`src/rtl/rhr_pkg.sv`:
```
// Package for the RGB hue rotation pipeline: widths, fixed-point constants and sector codes.
package rhr_pkg;

    localparam int PIX_W     = 8;
    localparam int OFF_W     = 14;
    localparam int HUE_W     = 13;
    localparam int SAT_W     = 16;
    localparam int DIV_STEPS = 17;
    localparam int DIV_W     = 26;
    localparam int DVS_W     = PIX_W + 1;
    localparam int CQ_W      = PIX_W + SAT_W;
    localparam int W_W       = 10;
    localparam int PROD_W    = 34;
    localparam int SUM_W     = PROD_W + 1;
    localparam int Z_W       = 13;
    localparam int RCP_W     = 13;

    localparam logic [15:0] HUE_FULL   = 16'd5760;
    localparam logic [15:0] HUE_WRAP   = 16'd11520;
    localparam logic [HUE_W-1:0] HUE_SECTOR = 13'd960;
    localparam logic [W_W-1:0]   SECT_SCALE = 10'd960;
    // half of 960*65536, rounds the final divide to nearest
    localparam logic [SUM_W-1:0] OUT_HALF   = 35'd31457280;
    // ceil(65536/15): exact floor(x/15) for x below 4096
    localparam logic [RCP_W-1:0] RCP_15     = 13'd4370;

    typedef enum logic [2:0] {
        SECT_RY = 3'd0,
        SECT_YG = 3'd1,
        SECT_GC = 3'd2,
        SECT_CB = 3'd3,
        SECT_BM = 3'd4,
        SECT_MR = 3'd5
    } sector_t;

endpackage

```
`src/rtl/rgb_hue_rotate.sv`:
```
// Top level of the RGB hue rotation pipeline.
// Rotates the hue of an 8-bit RGB pixel through HSV in fixed point: hue in 1/16 degree,
// saturation Q0.16, the configured signed offset (1/16 degree) added modulo 360 degrees,
// then back to RGB with rounding to nearest and clamping to 0..255. Fully pipelined: one
// pixel per clock sustained while the output is not stalled. The pipe holds the prep
// register, the two 17-step restoring dividers (hue and saturation, one quotient
// bit per stage), then modulo, multiply and rounding stages. The whole pipe
// advances together whenever the output register is empty or being taken; a stall on
// m_tready holds every stage. Write hue_offset only while the pipe is empty.
module rgb_hue_rotate
    import rhr_pkg::*;
(
    input  logic             aclk,
    input  logic             aresetn,
    // configuration
    input  logic             cfg_we,
    input  logic [OFF_W-1:0] cfg_wdata,    // hue_offset, signed, 1/16 degree
    // input pixels
    input  logic             s_tvalid,
    output logic             s_tready,
    input  logic [23:0]      s_tdata,      // red_in [7:0], green_in [15:8], blue_in [23:16]
    // output pixels
    output logic             m_tvalid,
    input  logic             m_tready,
    output logic [23:0]      m_tdata       // red_out [7:0], green_out [15:8], blue_out [23:16]
);

    logic en;
    logic [OFF_W-1:0] off_reg;

    // whole-pipe advance: output empty or being taken
    assign en       = !m_tvalid || m_tready;
    assign s_tready = en;

    always_ff @(posedge aclk) begin
        if (!aresetn) begin
            off_reg <= '0;
        end else if (cfg_we) begin
            off_reg <= cfg_wdata;
        end
    end

    // ------------------------------------------------------------------
    // Prep stage: max/min, hue and saturation dividends and divisors
    // ------------------------------------------------------------------
    logic [PIX_W-1:0] r, g, b, mx_next, mn_next, d_next, pa, pb, e;
    logic             red_max, green_max, pge;
    logic [OFF_W-1:0] base;
    logic [22:0]      base_prod, term, hn_next;
    logic [DIV_W-1:0] sn_next;

    always_comb begin
        r = s_tdata[7:0];
        g = s_tdata[15:8];
        b = s_tdata[23:16];
        red_max   = (r >= g) && (r >= b);
        green_max = !red_max && (g >= b);
        mx_next = red_max ? r : (green_max ? g : b);
        mn_next = r;
        if (g < mn_next) mn_next = g;
        if (b < mn_next) mn_next = b;
        d_next = mx_next - mn_next;
        if (red_max) begin
            pa = g;
            pb = b;
        end else if (green_max) begin
            pa = b;
            pb = r;
        end else begin
            pa = r;
            pb = g;
        end
        pge = pa >= pb;
        e   = pge ? pa - pb : pb - pa;
        if (red_max) begin
            base = pge ? 14'd0 : 14'd11520;
        end else if (green_max) begin
            base = 14'd3840;
        end else begin
            base = 14'd7680;
        end
        base_prod = 23'(base * d_next);
        term      = 23'(e * 11'd1920);
        // dividend for round(num / 2d): num + d, never negative
        hn_next   = pge ? base_prod + term + 23'(d_next)
                        : base_prod - term + 23'(d_next);
        sn_next   = {1'b0, d_next, 17'b0} + DIV_W'(mx_next);
    end

    // divider pipe, index 0 is the prep register
    logic             vld_reg [0:DIV_STEPS];
    logic [PIX_W-1:0] mx_reg  [0:DIV_STEPS];
    logic [PIX_W-1:0] d_reg   [0:DIV_STEPS];
    logic [DIV_W-1:0] hr_reg  [0:DIV_STEPS];
    logic [DIV_W-1:0] sr_reg  [0:DIV_STEPS];
    logic [DIV_STEPS-1:0] hq_reg [0:DIV_STEPS];
    logic [DIV_STEPS-1:0] sq_reg [0:DIV_STEPS];

    always_ff @(posedge aclk) begin
        if (!aresetn) begin
            vld_reg[0] <= 1'b0;
        end else if (en) begin
            vld_reg[0] <= s_tvalid;
        end
    end

    always_ff @(posedge aclk) begin
        if (en) begin
            mx_reg[0] <= mx_next;
            d_reg[0]  <= d_next;
            hr_reg[0] <= DIV_W'(hn_next);
            sr_reg[0] <= sn_next;
            hq_reg[0] <= '0;
            sq_reg[0] <= '0;
        end
    end

    // one quotient bit per stage, divisor pre-shifted by the bit weight
    for (genvar k = 1; k <= DIV_STEPS; k++) begin : g_div
        localparam int SH = DIV_STEPS - k;
        logic [DIV_W-1:0] hdiv, sdiv;
        logic             hge, sge;

        assign hdiv = DIV_W'({d_reg[k-1], 1'b0}) << SH;
        assign sdiv = DIV_W'({mx_reg[k-1], 1'b0}) << SH;
        assign hge  = hr_reg[k-1] >= hdiv;
        assign sge  = sr_reg[k-1] >= sdiv;

        always_ff @(posedge aclk) begin
            if (!aresetn) begin
                vld_reg[k] <= 1'b0;
            end else if (en) begin
                vld_reg[k] <= vld_reg[k-1];
            end
        end

        always_ff @(posedge aclk) begin
            if (en) begin
                mx_reg[k] <= mx_reg[k-1];
                d_reg[k]  <= d_reg[k-1];
                hr_reg[k] <= hge ? hr_reg[k-1] - hdiv : hr_reg[k-1];
                sr_reg[k] <= sge ? sr_reg[k-1] - sdiv : sr_reg[k-1];
                hq_reg[k] <= {hq_reg[k-1][DIV_STEPS-2:0], hge};
                sq_reg[k] <= {sq_reg[k-1][DIV_STEPS-2:0], sge};
            end
        end
    end

    // ------------------------------------------------------------------
    // Stage A: offset and wrap, saturation clamp
    // ------------------------------------------------------------------
    logic [HUE_W-1:0] hue, h_next, h_reg;
    logic [15:0]      hx;
    logic [SAT_W-1:0] s_next, s_reg;
    logic [PIX_W-1:0] mx_a_reg;
    logic             vld_a_reg;

    always_comb begin
        // grey: hue 0; black: saturation 0
        hue = (d_reg[DIV_STEPS] == '0) ? '0 : hq_reg[DIV_STEPS][HUE_W-1:0];
        hx  = 16'(hue) + {{(16-OFF_W){off_reg[OFF_W-1]}}, off_reg} + HUE_WRAP;
        if (hx >= 16'(HUE_FULL * 4)) begin
            h_next = HUE_W'(hx - 16'(HUE_FULL * 4));
        end else if (hx >= 16'(HUE_FULL * 3)) begin
            h_next = HUE_W'(hx - 16'(HUE_FULL * 3));
        end else if (hx >= 16'(HUE_FULL * 2)) begin
            h_next = HUE_W'(hx - 16'(HUE_FULL * 2));
        end else if (hx >= HUE_FULL) begin
            h_next = HUE_W'(hx - HUE_FULL);
        end else begin
            h_next = HUE_W'(hx);
        end
        if (mx_reg[DIV_STEPS] == '0) begin
            s_next = '0;
        end else if (sq_reg[DIV_STEPS][SAT_W]) begin
            s_next = '1;
        end else begin
            s_next = sq_reg[DIV_STEPS][SAT_W-1:0];
        end
    end

    // ------------------------------------------------------------------
    // Stage B: chroma product, sector and ramp weight
    // ------------------------------------------------------------------
    logic [CQ_W-1:0]  cq_next, cq_reg;
    logic [HUE_W-1:0] t, f;
    logic [W_W-1:0]   w_next, w_reg;
    sector_t          sect_next, sect_b_reg, sect_c_reg;
    logic [PIX_W-1:0] mx_b_reg;
    logic             vld_b_reg;

    always_comb begin
        cq_next = CQ_W'(mx_a_reg * s_reg);
        if (h_reg >= 13'(HUE_SECTOR * 4)) begin
            t = h_reg - 13'(HUE_SECTOR * 4);
        end else if (h_reg >= 13'(HUE_SECTOR * 2)) begin
            t = h_reg - 13'(HUE_SECTOR * 2);
        end else begin
            t = h_reg;
        end
        f      = (t >= HUE_SECTOR) ? t - HUE_SECTOR : HUE_SECTOR - t;
        w_next = W_W'(HUE_SECTOR - f);
        if (h_reg >= 13'(HUE_SECTOR * 5)) begin
            sect_next = SECT_MR;
        end else if (h_reg >= 13'(HUE_SECTOR * 4)) begin
            sect_next = SECT_BM;
        end else if (h_reg >= 13'(HUE_SECTOR * 3)) begin
            sect_next = SECT_CB;
        end else if (h_reg >= 13'(HUE_SECTOR * 2)) begin
            sect_next = SECT_GC;
        end else if (h_reg >= HUE_SECTOR) begin
            sect_next = SECT_YG;
        end else begin
            sect_next = SECT_RY;
        end
    end

    // ------------------------------------------------------------------
    // Stage C: C, X and m, all scaled by 960*65536
    // ------------------------------------------------------------------
    logic [PROD_W-1:0] cn_next, xn_next, mt_next, cn_reg, xn_reg, mt_reg;
    logic [CQ_W-1:0]   mm;
    logic              vld_c_reg;

    always_comb begin
        mm      = {mx_b_reg, 16'b0} - cq_reg;
        cn_next = PROD_W'(cq_reg * SECT_SCALE);
        xn_next = PROD_W'(cq_reg * w_reg);
        mt_next = PROD_W'(mm * SECT_SCALE);
    end

    // ------------------------------------------------------------------
    // Stage D: channel select, add m and rounding half, drop 2^22
    // ------------------------------------------------------------------
    logic [PROD_W-1:0] c0, c1, c2;
    logic [SUM_W-1:0]  y0, y1, y2;
    logic [Z_W-1:0]    z0_next, z1_next, z2_next, z0_reg, z1_reg, z2_reg;
    logic              vld_d_reg;

    always_comb begin
        unique case (sect_c_reg)
            SECT_RY: begin c0 = cn_reg; c1 = xn_reg; c2 = '0;     end
            SECT_YG: begin c0 = xn_reg; c1 = cn_reg; c2 = '0;     end
            SECT_GC: begin c0 = '0;     c1 = cn_reg; c2 = xn_reg; end
            SECT_CB: begin c0 = '0;     c1 = xn_reg; c2 = cn_reg; end
            SECT_BM: begin c0 = xn_reg; c1 = '0;     c2 = cn_reg; end
            SECT_MR: begin c0 = cn_reg; c1 = '0;     c2 = xn_reg; end
            default: begin c0 = '0;     c1 = '0;     c2 = '0;     end
        endcase
        y0 = SUM_W'(c0) + SUM_W'(mt_reg) + OUT_HALF;
        y1 = SUM_W'(c1) + SUM_W'(mt_reg) + OUT_HALF;
        y2 = SUM_W'(c2) + SUM_W'(mt_reg) + OUT_HALF;
        z0_next = y0[SUM_W-1:22];
        z1_next = y1[SUM_W-1:22];
        z2_next = y2[SUM_W-1:22];
    end

    // ------------------------------------------------------------------
    // Stage E: divide by 15 through reciprocal, clamp, output register
    // ------------------------------------------------------------------
    logic [Z_W+RCP_W-1:0] p0, p1, p2;
    logic [9:0]           q0, q1, q2;
    logic [23:0]          out_next, out_reg;
    logic                 vld_e_reg;

    always_comb begin
        p0 = (Z_W+RCP_W)'(z0_reg * RCP_15);
        p1 = (Z_W+RCP_W)'(z1_reg * RCP_15);
        p2 = (Z_W+RCP_W)'(z2_reg * RCP_15);
        q0 = p0[Z_W+RCP_W-1:16];
        q1 = p1[Z_W+RCP_W-1:16];
        q2 = p2[Z_W+RCP_W-1:16];
        out_next[7:0]   = (q0 > 10'd255) ? 8'hFF : q0[7:0];
        out_next[15:8]  = (q1 > 10'd255) ? 8'hFF : q1[7:0];
        out_next[23:16] = (q2 > 10'd255) ? 8'hFF : q2[7:0];
    end

    // tail pipe registers
    always_ff @(posedge aclk) begin
        if (!aresetn) begin
            vld_a_reg <= 1'b0;
            vld_b_reg <= 1'b0;
            vld_c_reg <= 1'b0;
            vld_d_reg <= 1'b0;
            vld_e_reg <= 1'b0;
        end else if (en) begin
            vld_a_reg <= vld_reg[DIV_STEPS];
            vld_b_reg <= vld_a_reg;
            vld_c_reg <= vld_b_reg;
            vld_d_reg <= vld_c_reg;
            vld_e_reg <= vld_d_reg;
        end
    end

    always_ff @(posedge aclk) begin
        if (en) begin
            h_reg      <= h_next;
            s_reg      <= s_next;
            mx_a_reg   <= mx_reg[DIV_STEPS];
            cq_reg     <= cq_next;
            w_reg      <= w_next;
            sect_b_reg <= sect_next;
            mx_b_reg   <= mx_a_reg;
            cn_reg     <= cn_next;
            xn_reg     <= xn_next;
            mt_reg     <= mt_next;
            sect_c_reg <= sect_b_reg;
            z0_reg     <= z0_next;
            z1_reg     <= z1_next;
            z2_reg     <= z2_next;
            out_reg    <= out_next;
        end
    end

    assign m_tvalid = vld_e_reg;
    assign m_tdata  = out_reg;

endmodule

```
`config.mk`:
```
export PLATFORM = sky130hd
export DESIGN_NAME = rgb_hue_rotate
export DESIGN_NICKNAME = d
export VERILOG_FILES = /design/src/rtl/rhr_pkg.sv /design/src/rtl/rgb_hue_rotate.sv
export SDC_FILE = /design/constraint.sdc
export NUM_CORES = 2
export LEC_CHECK = 0
export BUFFER_PORTS_ARGS = -buffer_cell sky130_fd_sc_hd__buf_2
export CORE_ASPECT_RATIO = 1.1
export CORE_MARGIN = 10
export CORE_UTILIZATION = 50
export CTS_CLUSTER_SIZE = 8
export DETAILED_ROUTE_END_ITERATION = 16
export PLACE_DENSITY = 0.76
export SLEW_MARGIN = 20
export SYNTH_ARGS = -nofsm -noshare
export SYNTH_HDL_FRONTEND = slang
export SYNTH_SLANG_ARGS = --single-unit
```
`constraint.sdc`:
```
create_clock -name aclk -period 77.1 [get_ports aclk]
set_clock_uncertainty 0.2 [all_clocks]
set_input_delay 15.42 -clock aclk [delete_from_list [all_inputs] [get_ports aclk]]
set_output_delay 15.42 -clock aclk [all_outputs]
set_load 0.02 [all_outputs]
```
## Yosys cells after proc, flatten, opt, wreduce, memory -nomap -nowiden

Memory sizes are Yosys's and may differ from the RTL's. A register that Yosys moved wholly into a read port is not among the register bits.
Cells that the tools add are included.

- Flip-flop bits (word level): 256
- Bits in writable memories: 1,854
- Bits of input ports: 43
- Output and inout port bits: 26
- Memories: 7

Memories:

| memory | words | width | read ports | clocked after Yosys merged registers in | write ports | line | source |
|---|---|---|---|---|---|---|---|
| hr_reg | 18 | 26 | 17 | 0 | 18 | rgb_hue_rotate.sv:94 | `logic [DIV_W-1:0] hr_reg [0:DIV_STEPS];` |
| sr_reg | 18 | 26 | 17 | 0 | 18 | rgb_hue_rotate.sv:95 | `logic [DIV_W-1:0] sr_reg [0:DIV_STEPS];` |
| hq_reg | 18 | 17 | 18 | 0 | 18 | rgb_hue_rotate.sv:96 | `logic [DIV_STEPS-1:0] hq_reg [0:DIV_STEPS];` |
| sq_reg | 18 | 17 | 18 | 0 | 18 | rgb_hue_rotate.sv:97 | `logic [DIV_STEPS-1:0] sq_reg [0:DIV_STEPS];` |
| d_reg | 18 | 8 | 18 | 0 | 18 | rgb_hue_rotate.sv:93 | `logic [PIX_W-1:0] d_reg [0:DIV_STEPS];` |
| mx_reg | 18 | 8 | 18 | 0 | 18 | rgb_hue_rotate.sv:92 | `logic [PIX_W-1:0] mx_reg [0:DIV_STEPS];` |
| +1 memories | n/a | n/a | n/a | n/a | n/a | n/a |  |

- Add/subtract/negate cells: 60
- Multiply operators: 9
- Magnitude comparators: 53
- Equality and inequality tests: 5
- Mux-type cells: 86
- Bitwise logic cells: 18
- Reductions and logical operators: 16

Operators with widths:

| kind | count |
|---|---|
| $mux W26 | 34 |
| $pmux W34 S2 | 3 |
| $add A34 B34 Y35 | 3 |
| $add A35 B25 Y35 const B | 3 |
| $mux W13 | 8 |
| $mul A13 B12 Y25 const B | 3 |
| $mux W8 | 9 |
| $mul A24 B4 Y28 const B | 2 |
| $ge A26 B10 Y1 | 2 |
| $ge A26 B11 Y1 | 2 |
| $ge A26 B12 Y1 | 2 |
| $ge A26 B13 Y1 | 2 |
| $ge A26 B14 Y1 | 2 |
| $ge A26 B15 Y1 | 2 |
| $ge A26 B16 Y1 | 2 |
| $ge A26 B17 Y1 | 2 |
| $ge A26 B18 Y1 | 2 |
| $ge A26 B19 Y1 | 2 |
| $ge A26 B20 Y1 | 2 |
| $ge A26 B21 Y1 | 2 |
| $ge A26 B22 Y1 | 2 |
| $ge A26 B23 Y1 | 2 |
| $ge A26 B24 Y1 | 2 |
| $ge A26 B25 Y1 | 2 |
| 62 further kinds | 150 |

## Logic depth before layout (Yosys ltp)

- Depth after elaboration: 13
- Mapped depth: 51
- Gate-level depth less buffers: 50

## Worst setup path before layout

No wires, ideal clock.

- Path type: input port to output port
- From: input port m_tready
- To: output port s_tready
- Arrival time: 54.498 ns
- Required time: 61.480 ns
- Slack: 6.982 ns
- Stages on the path: 4
- Buffers on the path: 2
- Cells stage by stage: nor2b_1 -> clkbuf_1 -> inv_1 -> clkbuf_1

- Cells in the longest elaborated chain, start to end: 1

RTL lines:

| element | line | source |
|---|---|---|
| start, declared | rgb_hue_rotate.sv:24 | `input logic m_tready,` |
| $logic_or A1 B1 Y1 | rgb_hue_rotate.sv:32 | `assign en = !m_tvalid \|\| m_tready;` |
| end, declared | rgb_hue_rotate.sv:20 | `output logic s_tready,` |

No other way between the ends.

## Worst setup path after layout

Ends and elaborated chain as after synthesis.

==> results.ini <==
[clock_network]
cts_resized=0
postCtsHoldBufs=0
numCtsBuffers=203
cts_sinks=1469
cts_tree=done
path_clk_slew_ps=40
cts_max_level=4
post_cts_buffers=0
clk_latency_ps=840
clk_path_buf_depth=3
clockRootBuffer=clkbuf_16

[floorplan]
ios=69
initial_utilization_pct=50.4
row_count=169
core_area_um2=193000
dieArea_um2=213000
die_y_um=483
die_w_um=441

[global_route]
grtUsageMet2_pct=32.4
met3_usage_pct=2.51
antenna_found_initial=2
grt_pass1_vias=66200
grt_usage_pct=17.6
grtUsageMet1_pct=20.3
grt_pass1_wl_um=316000
grt-ovfl-total=0
grt_max_degree=192
busiest_layer=met2

[setup_path]
r2r_start=w_reg[3]$_DFFE_PN_
cp-start-kind=input port
r2r_cells=21
critPathCaptureType=output port
critical_path_required_ps=61480
worstSetupPathType=input port to output port
reg2reg_setup_slack_ps=69680
worstReg2RegEnd=xn_reg[33]$_DFFE_PN_
worstPathMaxFanout=43
cp_data_arrival_time_ps=16650

[logic_synthesis]
synth-edff-count=1449
syn_area_per_cell_um2=11.2
syn_area_um2=97500
synthAdderAreaFrac_pct=22.2
synth_top_family_by_area=adder cells
synth_flop_cell=edfxtp_1
synth_compound_area_share_pct=9.16
synth-seq-area-share_pct=45.0
synth_nets=10200
ys_warn_count=0
synthMuxAreaShare_pct=1.01
synth_cells=8697
synthXorXnorAreaFrac_pct=5.37
synthArstFlopShare_pct=0
ys_types=91
synth-simple-area-share_pct=12.5
ys_seq_elements=1469

[routing]
wl_um=189000
drt_iter0_markers=3576
vias_per_cell=5.56
drt-pass1-iter-count=6
num_vias=63700
antenna_left=0
wl_per_cell_um=16.6
drc=0

[flow_run]
max_cap_viol_count=0

[final_layout]
fill_cells=15600
layout_common_cells=edfxtp_1 (1449), inv_1 (1031), ha_1 (1019)
register_area_um2=43900
largest_reg_flops=405
area_growth_pct=9.10
multiInputGateArea_um2=49100
final_nets=10400
mostFrequentLayoutCell=edfxtp_1
final_util_pct=55.0
layout-drive-gt1-share_pct=4.63

[timing]
slew_headroom_pct=19.7
hold_viol=0
finalSetupTns_ps=0
worstMarginPinSlew_ps=1200
whs_ps=179
rsz0062_at_grt=no
fmax_mhz=31.0
layout_min_cycle_time_ps=32270
drv_slew=0
finalCritPeriodShare_pct=41.9
setup_viol=0

[placed_design]
dpl.hpwl_um=141000
finalWeightedCongestion=0.886
portBuffers=68

[min_path]
whs_path_depth=0
whs_endpoint=hq_reg[9][2]$_DFFE_PN_
hold_start=hq_reg[8][1]$_DFFE_PN_
hold_path.class=register to register

[outcome]
status=finished, final reports clean

cells in the mapped netlist (all sizes together), types with 17 or more instances:
cell type  instances  area, um^2
edfxtp          1449       43500
inv             1033        3880
ha              1019       12700
nand2            716        2690
nor2             521        1960
a21oi            472        2370
fa               446        8930
xnor2            340        2980
o21ai            320        1610
xor2             255        2230
and2             204        1280
nor3             178         891
a21o             167        1250
clkbuf           148         556
nor2b            126         788
nand2b           121         757
nor4             114         713
nand3             97         485
o21a              86         646
mux2i             79         791
or3               73         457
nand4             64         400
a21boi            61         462
and3              57         357
o31ai             53         398
o21bai            40         300
or4               40         304
a31oi             29         181
or2               27         169
a22o              25         219
a211oi            23         173
nor4b             23         214
and4              22         193
dfxtp             20         400
nand3b            19         143
o211ai            19         143
buf               18        90.1
nand4b            18         158
mux2              17         191
how the worst max path moves through the flow:
stage | from | end | depth (start not counted)
finish | m_tready | s_tready | 4
global route | m_tready | s_tready | 4
CTS | m_tready | s_tready | 4
detailed placement | m_tready | s_tready | 4
global placement | m_tready | s_tready | 4
floorplan | m_tready | s_tready | 4
logic make-up after synthesis:
| kind of cell | Yosys count |
|---|---|
| compound gates | 1423 |
| fa+ha+maj | 1465 |
| simple gates | 2449 |
| mux | 96 |
| flops | 1469 |
| buf+inv | 1199 |
| xor+xnor | 596 |
worst max-delay path, stage by stage:
cell     delay (ps)
buf_2           100
nor2b_1         580
inv_8           250
buf_2           270
final cells by class:
class                           instances  share of cell area (%)
Inverter                             1033                    3.65
Sequential cell                      1469                    41.3
Clock buffer                          218                    4.87
Antenna cell                            2                 0.00471
Timing Repair Buffer                  109                   0.665
Multi-Input combinational cell       6029                    46.2
Clock inverter                         20                   0.331
Tap cell                             2565                    3.02
stage by stage:
stage / worst slack (ps) / cell area, um^2 / instances
floorplan: 6980 / 97500 / 8697
global placement: 44860 / 101000 / 11200
detailed placement: 44800 / 101000 / 11200
CTS: 44800 / 106000 / 11400
global route: 44720 / 106000 / 11400
finish: 44830 / 106000 / 11400
metal layers:
metal,up-vias,part of all wire [%]
li1,30800,-
met3,465,4.0
met5,-,0
met2,1512,53
met1,30900,40
met4,0,3.6
Power is not shown: default switching activity piles up to over one toggle a cycle in this logic, so the estimate is an artifact.
